## config.mk

```make
export PLATFORM = sky130hd
export DESIGN_NAME = quadrature_detent_value_adjuster_top
export DESIGN_NICKNAME = d
export VERILOG_FILES = /design/src/hw/rtl/qdva_pkg.sv /design/src/hw/rtl/qdva_csr.sv /design/src/hw/rtl/qdva_core.sv /design/src/hw/rtl/quadrature_detent_value_adjuster_top.sv
export SDC_FILE = /design/constraint.sdc
export NUM_CORES = 1
export LEC_CHECK = 0
export CORE_AREA = 2 2 126 189
export DETAILED_ROUTE_END_ITERATION = 7
export DIE_AREA = 0 0 128 191
export DONT_BUFFER_PORTS = 1
export GPL_TIMING_DRIVEN = 0
export PLACE_DENSITY = 0.71
export SETUP_SLACK_MARGIN = 0.5
export SYNTH_ARGS = -nofsm -noshare
export SYNTH_HDL_FRONTEND = slang
export SYNTH_SLANG_ARGS = --single-unit
```

## constraint.sdc

```tcl
create_clock -name clock -period 10.4 [get_ports clock]
set_input_delay 0.52 -clock clock [delete_from_list [all_inputs] [get_ports clock]]
set_output_delay 0.52 -clock clock [all_outputs]
set_load 0.05 [all_outputs]
```

## src/hw/rtl/qdva_pkg.sv

```systemverilog
// Shared types, constants and the quadrature transition table for the
// detent value adjuster. No dependencies.
package qdva_pkg;

   localparam int unsigned DataWidth   = 16;
   localparam int unsigned GapWidth    = 8;
   localparam int unsigned TimeWidth   = 32;
   localparam int unsigned CsrIdxWidth = 3;
   localparam int unsigned CountWidth  = 4;
   localparam int unsigned DefaultDetentTransitions = 4;

   localparam logic [DataWidth-1:0] StepReset  = 16'd10;
   localparam logic [DataWidth-1:0] MinReset   = 16'd0;
   localparam logic [DataWidth-1:0] MaxReset   = 16'hFFFF;
   localparam logic [GapWidth-1:0]  GapReset   = 8'd1;
   localparam logic [DataWidth-1:0] StartReset = 16'd100;
   localparam logic [1:0]           PinsReset  = 2'b11;

   typedef enum logic [CsrIdxWidth-1:0] {
      REG_ADJUST_MODE  = 3'd0,
      REG_STEP_MS      = 3'd1,
      REG_MIN_MS       = 3'd2,
      REG_MAX_MS       = 3'd3,
      REG_EVENT_GAP_MS = 3'd4,
      REG_START_ON_MS  = 3'd5,
      REG_START_OFF_MS = 3'd6
   } csr_index_type;

   typedef struct packed {
      logic                 adjust_mode;
      logic [DataWidth-1:0] step_ms;
      logic [DataWidth-1:0] min_ms;
      logic [DataWidth-1:0] max_ms;
      logic [GapWidth-1:0]  event_gap_ms;
      logic                 load_on;
      logic                 load_off;
      logic [DataWidth-1:0] load_value;
   } cfg_type;

   typedef struct packed {
      logic                 step_taken;
      logic                 step_increase;
      logic [DataWidth-1:0] on_time_ms;
      logic [DataWidth-1:0] off_time_ms;
      logic                 transition_bad;
      logic                 sample_ignored;
   } result_type;

   // Quadrature delta for previous state -> new state, 2-bit signed.
   // Zero marks an illegal (diagonal) or null move.
   function automatic logic signed [1:0] quad_delta(input logic [1:0] prev,
                                                    input logic [1:0] pins);
      logic signed [1:0] d;
      d = 2'sd0;
      case ({prev, pins})
         4'b00_01, 4'b01_11, 4'b10_00, 4'b11_10: d = 2'sd1;
         4'b00_10, 4'b01_00, 4'b10_11, 4'b11_01: d = -2'sd1;
         default:                                 d = 2'sd0;
      endcase
      return d;
   endfunction

endpackage

```

## src/hw/rtl/qdva_csr.sv

```systemverilog
// Configuration registers and working-value load strobes.
// Depends on qdva_pkg.
module qdva_csr (
   input  logic                               clock,
   input  logic                               reset,
   input  logic                               csr_write_en,
   input  logic [qdva_pkg::CsrIdxWidth-1:0]   csr_index,
   input  logic [qdva_pkg::DataWidth-1:0]     csr_wdata,
   output qdva_pkg::cfg_type                  cfg
);
   import qdva_pkg::*;

   logic                 adjust_mode_ff, adjust_mode_in;
   logic [DataWidth-1:0] step_ff, step_in;
   logic [DataWidth-1:0] min_ff, min_in;
   logic [DataWidth-1:0] max_ff, max_in;
   logic [GapWidth-1:0]  gap_ff, gap_in;
   logic                 load_on, load_off;

   always_comb begin
      adjust_mode_in = adjust_mode_ff;
      step_in        = step_ff;
      min_in         = min_ff;
      max_in         = max_ff;
      gap_in         = gap_ff;
      load_on        = 1'b0;
      load_off       = 1'b0;
      if (csr_write_en) begin
         unique case (csr_index_type'(csr_index))
            REG_ADJUST_MODE:  adjust_mode_in = csr_wdata[0];
            REG_STEP_MS:      step_in        = csr_wdata;
            REG_MIN_MS:       min_in         = csr_wdata;
            REG_MAX_MS:       max_in         = csr_wdata;
            REG_EVENT_GAP_MS: gap_in         = csr_wdata[GapWidth-1:0];
            REG_START_ON_MS:  load_on        = 1'b1;
            REG_START_OFF_MS: load_off       = 1'b1;
            default:          ;
         endcase
      end
   end

   always_ff @(posedge clock) begin
      if (reset) begin
         adjust_mode_ff <= 1'b0;
         step_ff        <= StepReset;
         min_ff         <= MinReset;
         max_ff         <= MaxReset;
         gap_ff         <= GapReset;
      end else begin
         adjust_mode_ff <= adjust_mode_in;
         step_ff        <= step_in;
         min_ff         <= min_in;
         max_ff         <= max_in;
         gap_ff         <= gap_in;
      end
   end

   assign cfg.adjust_mode  = adjust_mode_ff;
   assign cfg.step_ms      = step_ff;
   assign cfg.min_ms       = min_ff;
   assign cfg.max_ms       = max_ff;
   assign cfg.event_gap_ms = gap_ff;
   assign cfg.load_on      = load_on;
   assign cfg.load_off     = load_off;
   assign cfg.load_value   = csr_wdata;

endmodule

```

## src/hw/rtl/qdva_core.sv

```systemverilog
// Encoder state, transition decode, detent counting and clamped stepping.
// Depends on qdva_pkg.
module qdva_core #(
   parameter int unsigned DETENT_TRANSITIONS = qdva_pkg::DefaultDetentTransitions
) (
   input  logic                               clock,
   input  logic                               reset,
   input  qdva_pkg::cfg_type                  cfg,
   input  logic                               fire,
   input  logic                               pin_a,
   input  logic                               pin_b,
   input  logic [qdva_pkg::TimeWidth-1:0]     now_ms,
   output qdva_pkg::result_type               result
);
   import qdva_pkg::*;

   localparam logic signed [CountWidth-1:0] DetentPos = CountWidth'(DETENT_TRANSITIONS);
   localparam logic signed [CountWidth-1:0] DetentNeg = -DetentPos;
   localparam int unsigned WideWidth = DataWidth + 2;

   logic [1:0]                   prev_pins_ff, prev_pins_in;
   logic signed [CountWidth-1:0] count_ff, count_in;
   logic [TimeWidth-1:0]         last_time_ff, last_time_in;
   logic [DataWidth-1:0]         on_ff, on_in;
   logic [DataWidth-1:0]         off_ff, off_in;

   logic [1:0]                   pins;
   logic [TimeWidth-1:0]         elapsed;
   logic                         ignored, bad, hit, up;
   logic signed [1:0]            delta;
   logic signed [CountWidth-1:0] count_sum;
   logic [DataWidth-1:0]         selected, stepped;
   logic signed [WideWidth-1:0]  wide_val, wide_step, wide_next, wide_min, wide_max;

   always_comb begin
      pins      = {pin_a, pin_b};
      elapsed   = now_ms - last_time_ff;
      ignored   = (elapsed < TimeWidth'(cfg.event_gap_ms)) || (pins == prev_pins_ff);
      delta     = quad_delta(prev_pins_ff, pins);
      bad       = !ignored && (delta == 2'sd0);
      count_sum = count_ff - CountWidth'(delta);
      hit       = !ignored && !bad && ((count_sum >= DetentPos) || (count_sum <= DetentNeg));
      up        = count_sum > 0;

      // Step in wide signed arithmetic, then clamp: low bound wins first.
      selected  = cfg.adjust_mode ? off_ff : on_ff;
      wide_val  = $signed({2'b00, selected});
      wide_step = $signed({2'b00, cfg.step_ms});
      wide_min  = $signed({2'b00, cfg.min_ms});
      wide_max  = $signed({2'b00, cfg.max_ms});
      wide_next = up ? wide_val + wide_step : wide_val - wide_step;
      if (wide_next < wide_min)      stepped = cfg.min_ms;
      else if (wide_next > wide_max) stepped = cfg.max_ms;
      else                           stepped = wide_next[DataWidth-1:0];

      prev_pins_in = prev_pins_ff;
      count_in     = count_ff;
      last_time_in = last_time_ff;
      on_in        = on_ff;
      off_in       = off_ff;
      if (fire && !ignored) begin
         prev_pins_in = pins;
         last_time_in = now_ms;
         if (!bad) count_in = hit ? '0 : count_sum;
         if (hit) begin
            if (cfg.adjust_mode) off_in = stepped;
            else                 on_in  = stepped;
         end
      end
      if (cfg.load_on)  on_in  = cfg.load_value;
      if (cfg.load_off) off_in = cfg.load_value;
   end

   always_ff @(posedge clock) begin
      if (reset) begin
         prev_pins_ff <= PinsReset;
         count_ff     <= '0;
         last_time_ff <= '0;
         on_ff        <= StartReset;
         off_ff       <= StartReset;
      end else begin
         prev_pins_ff <= prev_pins_in;
         count_ff     <= count_in;
         last_time_ff <= last_time_in;
         on_ff        <= on_in;
         off_ff       <= off_in;
      end
   end

   // Result carries the values as they stand after this item.
   assign result.step_taken     = hit;
   assign result.step_increase  = hit && up;
   assign result.on_time_ms     = (hit && !cfg.adjust_mode) ? stepped : on_ff;
   assign result.off_time_ms    = (hit && cfg.adjust_mode) ? stepped : off_ff;
   assign result.transition_bad = bad;
   assign result.sample_ignored = ignored;

endmodule

```

## src/hw/rtl/quadrature_detent_value_adjuster_top.sv

```systemverilog
// Top level of the quadrature detent value adjuster: input register,
// result register and handshakes. Depends on qdva_pkg, qdva_csr, qdva_core.
//
//   channel | direction | handshake           | payload
//   req_    | in        | req_valid/req_ready | pin_a, pin_b, now_ms
//   rsp_    | out       | rsp_valid/rsp_ready | step_taken, step_increase, on/off time,
//           |           |                     | transition_bad, sample_ignored
//   csr_    | in        | csr_write_en        | csr_index, csr_wdata
//
// An item waits in the input register until the result register is free or
// draining; the decode, count and clamp update the encoder state at the edge
// that moves it into the result register, where its result is presented.
// One item per cycle is sustained while rsp_ready does not stall the result;
// each item reads the state the previous one left.
// Reset clears both register valids and returns all state to its defaults.
// A stalled result holds the input register, which then holds req_ready low.
module quadrature_detent_value_adjuster_top #(
   parameter int unsigned DETENT_TRANSITIONS = qdva_pkg::DefaultDetentTransitions
) (
   input  logic                             clock,
   input  logic                             reset,
   input  logic                             req_valid,
   output logic                             req_ready,
   input  logic                             req_pin_a,
   input  logic                             req_pin_b,
   input  logic [qdva_pkg::TimeWidth-1:0]   req_now_ms,
   output logic                             rsp_valid,
   input  logic                             rsp_ready,
   output logic                             rsp_step_taken,
   output logic                             rsp_step_increase,
   output logic [qdva_pkg::DataWidth-1:0]   rsp_on_time_ms,
   output logic [qdva_pkg::DataWidth-1:0]   rsp_off_time_ms,
   output logic                             rsp_transition_bad,
   output logic                             rsp_sample_ignored,
   input  logic                             csr_write_en,
   input  logic [qdva_pkg::CsrIdxWidth-1:0] csr_index,
   input  logic [qdva_pkg::DataWidth-1:0]   csr_wdata
);
   import qdva_pkg::*;

   cfg_type              cfg;
   result_type           result;

   logic                 in_valid_ff, in_valid_in;
   logic                 pin_a_ff, pin_b_ff;
   logic [TimeWidth-1:0] now_ff;
   logic                 out_valid_ff, out_valid_in;
   result_type           out_ff;
   logic                 fire, take;

   // Advance the held item whenever the result slot is free or draining.
   assign fire      = in_valid_ff && (!out_valid_ff || rsp_ready);
   assign req_ready = !in_valid_ff || fire;
   assign take      = req_valid && req_ready;

   assign in_valid_in  = take || (in_valid_ff && !fire);
   assign out_valid_in = fire || (out_valid_ff && !rsp_ready);

   qdva_csr u_csr (
      .clock        (clock),
      .reset        (reset),
      .csr_write_en (csr_write_en),
      .csr_index    (csr_index),
      .csr_wdata    (csr_wdata),
      .cfg          (cfg)
   );

   qdva_core #(
      .DETENT_TRANSITIONS (DETENT_TRANSITIONS)
   ) u_core (
      .clock  (clock),
      .reset  (reset),
      .cfg    (cfg),
      .fire   (fire),
      .pin_a  (pin_a_ff),
      .pin_b  (pin_b_ff),
      .now_ms (now_ff),
      .result (result)
   );

   always_ff @(posedge clock) begin
      if (reset) begin
         in_valid_ff  <= 1'b0;
         out_valid_ff <= 1'b0;
      end else begin
         in_valid_ff  <= in_valid_in;
         out_valid_ff <= out_valid_in;
      end
   end

   // Payload registers: load on handshake, hold otherwise.
   always_ff @(posedge clock) begin
      if (take) begin
         pin_a_ff <= req_pin_a;
         pin_b_ff <= req_pin_b;
         now_ff   <= req_now_ms;
      end
      if (fire) begin
         out_ff <= result;
      end
   end

   assign rsp_valid          = out_valid_ff;
   assign rsp_step_taken     = out_ff.step_taken;
   assign rsp_step_increase  = out_ff.step_increase;
   assign rsp_on_time_ms     = out_ff.on_time_ms;
   assign rsp_off_time_ms    = out_ff.off_time_ms;
   assign rsp_transition_bad = out_ff.transition_bad;
   assign rsp_sample_ignored = out_ff.sample_ignored;

endmodule

```

==> impl_metrics.csv <==
group,metric,value,unit
floorplan,fp-row-count,68,
critical_path,critPathLaunchType,"register",
clock_network,insertion_delay,0.45,ns
finish,multi_input_area,0.00804,mm2
grt,grtUsageTotal,32.6,%
logic_synthesis,ys_types,95,
min_path,hold_start,"req_pin_b",
clock_network,cts_buffers,17,
logic_synthesis,synth_area_leaders,"dfxtp_1 19%, edfxtp_1 16%, ha_1 11%, nand2_1 5.4%, mux2i_1 4.7%",
logic_synthesis,syn_area_per_cell,8.87,um2
place,dp_slack,3.52,ns
logic_synthesis,yosys.area.top_type,"dfxtp_1",
finish,fill_cells,1983,
clock_network,cts_resized,0,
timing,fmax,143,MHz
logic_synthesis,ys_seq_area_share,34.6,%
critical_path,cp.depth,25,
timing,layout_setup_ws,3.42,ns
clock_network,clockBufferDepth,2,
critical_path,crit_family,"compound AO/OA/AOI/OAI gates",
power_and_ir_drop,p_per_area,198,mW/mm2
logic_synthesis,synthesis.nets,1707,
finish,n_antenna_cell,0,
critical_path,slowest_stage,"clkbuf_1",
logic_synthesis,ys.flop_type,"dfxtp_1",
power_and_ir_drop,fin_total_pwr,2880,uW
logic_synthesis,netlist_area,0.0135,mm2
timing,finalHoldViolCount,0,
logic_synthesis,ys_warn_count,0,
timing,maxSlewHeadroom,44.5,%
critical_path,r2r-start,"u_csr.adjust_mode_ff",
floorplan,die_h,191,um
floorplan,initial_core_util,59.3,%
place,dp_hpwl,31400,um
finish,final_layout_size_suffix_gt1_share,9.37,%
grt,grt_antenna_before_repair,0,
power_and_ir_drop,p_comb_share,41.7,%
critical_path,cp_num_buf_inv,4,
floorplan,dieArea,0.0244,mm2
critical_path,critPathRequiredTime,10.57,ns
power_and_ir_drop,seqPwrFrac,32.9,%
critical_path,end_kind,"register",
clock_network,htree_num_levels,4,
timing,timing.final.max_slew_violations,0,
power_and_ir_drop,p_leak,0.00604,uW
critical_path,cp_slowest_stage_delay,0.51,ns
grt,grt_overflow_total,0,
grt,use_met3,5.49,%
place,io_buffers,0,
route,vias,11269,
finish,final_area,0.0145,mm2
place,dpl_cell_area,0.0139,mm2
min_path,hold_depth,0,
timing,period_minus_slack,6.98,ns
logic_synthesis,ys_seq_elements,199,
power_and_ir_drop,ir_drop,167,uV
clock_network,cts_hold_buf,0,
floorplan,die_w,128,um
power_and_ir_drop,clkPwrFrac,25.4,%
route,routed_wl,39200,um
power_and_ir_drop,swShare,39.2,%
clock_network,cts_tree,"done",
route,drt_iter0_drc,710,
critical_path,crit_type,"register to register",
logic_synthesis,synth_edf_count,70,
place,place.gp.congestion,0.961,
clock_network,clk_pin_slew_worst_paths,0.07,ns
logic_synthesis,ys_top_cells_by_count,"196 x nand2_1, 146 x nor2_1, 129 x dfxtp_1",
power_and_ir_drop,intPower,1750,uW
critical_path,reg2reg_depth,25,
clock_network,cts_setup_buffers,0,
power_and_ir_drop,p_sw,1130,uW
route,ant_nets,0,
timing,finalSetupViolCount,0,
floorplan,top_level_ports,96,
finish,seqCellArea,0.00468,mm2
critical_path,path_max_fanout,10,
logic_synthesis,synth_cells,1525,
logic_synthesis,synth_top_area_share,19.1,%
timing,tightest_slew,0.833,ns
logic_synthesis,synth_most_common_cell,"nand2_1",
grt,grt_max_degree,35,
floorplan,core-area,0.0228,mm2
critical_path,crit_start,"u_csr.adjust_mode_ff",
logic_synthesis,async_flop_share,0,%
route,wl_per_cell,21.3,um
timing,clock_skew,0.0116,ns
route,drc_errors,0,
finish,syn2layout_area_growth,7.53,%
timing,fin_crit_sh,67.2,%
grt,grt_pass1_vias,11336,
grt,grt_pass1_wl,60600,um
finish,stdcell_count,1838,
grt,met2_usage,62.9,%
min_path,hp-class,"input pin to register",
route,viasPerCell,6.13,
clock_network,clkSinkCount,199,
place,dp.cells,1806,
finish,nets,1727,
clock_network,root_buffer,"clkbuf_16",
grt,globalRouteMet1Util,30.9,%
grt,busiest_layer,"met2",
flow_run,maxCapViolCount,0,
route,firstDrtPassIters,5,
outcome,status,"finished, final reports clean",
timing,tns,0,ns
timing,rsz0062_at_grt,"no",
critical_path,cp_data_arrival_time,7.16,ns
-- cells in the final DEF (no fill, tap or decap), types with 22 or more instances in the layout --
cell type	n
nor2_1	146
inv_1	114
dfxtp_1	129
nand2_1	196
o21ai_0	53
edfxtp_1	70
mux2_2	47
a211oi_1	22
clkbuf_1	36
nand3b_1	24
nor3_1	23
a21oi_1	108
xnor2_1	23
nand2b_1	23
ha_1	121
mux2i_1	63
-- area by class of cell --
type                    count  share of cell area [%]
well taps                 280                    2.41
inverters                 115                    2.97
plain buffers              62                    2.56
multi-input cells        1149                    55.3
clock buffers              21                    3.03
clock inverters            11                    1.37
flip-flops and latches    199                    32.2
repair buffers              1                   0.189
-- worst register-to-register path, stage by stage, from the launching register on --
cell	delay (ns)
dfxtp_1	0.42
buf_6	0.20
clkbuf_1	0.51
mux2i_1	0.46
ha_1	0.26
inv_1	0.06
fa_1	0.40
a21oi_1	0.22
o2111ai_1	0.24
a21oi_1	0.42
o221ai_1	0.27
o22a_1	0.24
mux2i_1	0.20
xnor2_1	0.21
ha_1	0.31
o21ai_0	0.15
nor2_1	0.05
o21ai_0	0.16
nand2b_1	0.13
a221oi_1	0.31
a41oi_1	0.14
a21oi_2	0.19
buf_4	0.23
mux2_2	0.36
mux2i_1	0.40
o21ai_0	0.20
-- worst paths after layout --
kind                              end  slack (ns)
hold reg to reg       u_csr.min_ff[5]        0.46
setup reg to reg  rsp_off_time_ms[13]        3.42
setup / recovery  rsp_off_time_ms[13]        3.42
hold / removal               pin_b_ff        0.16
-- layer usage --
metal	up-vias	wire length, um
met5	-	0
met4	0	2890
met3	146	1790
met2	362	21200
met1	5295	13300
li1	5466	-
-- registers in the layout, indices dropped and copies added, names as in the netlist --
name / count
now_ff: 32
u_core.last_time_ff: 32
rsp_off_time_ms: 16
rsp_on_time_ms: 16
u_core.off_ff: 16
u_core.on_ff: 16
u_csr.max_ff: 16
u_csr.min_ff: 16
u_csr.step_ff: 16
u_csr.gap_ff: 8
u_core.count_ff: 4
u_core.prev_pins_ff: 2
in_valid_ff: 1
pin_a_ff: 1
pin_b_ff: 1
rsp_sample_ignored: 1
rsp_step_increase: 1
rsp_step_taken: 1
rsp_transition_bad: 1
rsp_valid: 1
u_csr.adjust_mode_ff: 1
-- power by group through the flow --
stage / sequential, uW / clock (uW) / combinational, uW
2_1_floorplan: 953 / 0 / 858
3_3_place_gp: 964 / 0 / 1160
3_5_place_dp: 965 / 0 / 1180
4_1_cts: 947 / 744 / 1190
5_1_grt: 952 / 768 / 1310
6_report: 947 / 731 / 1200
-- logic make-up after synthesis --
logic type      after synthesis  synth area share (%)
flops                       199                  34.6
simple gates                527                  18.8
xor+xnor                     41                  2.65
compound gates              344                  17.4
fa+ha+maj                   124                  11.6
mux                         113                  8.91
buf+inv                     177                  5.95
-- stage by stage --
step                hold slack (ns)  util, %
finish                        0.164     63.8
global route                  0.141     63.8
CTS                           0.147     63.8
detailed placement            0.447     61.0
global placement              0.444     60.9
floorplan                     0.436        -
(Power assumes the default switching activity.)
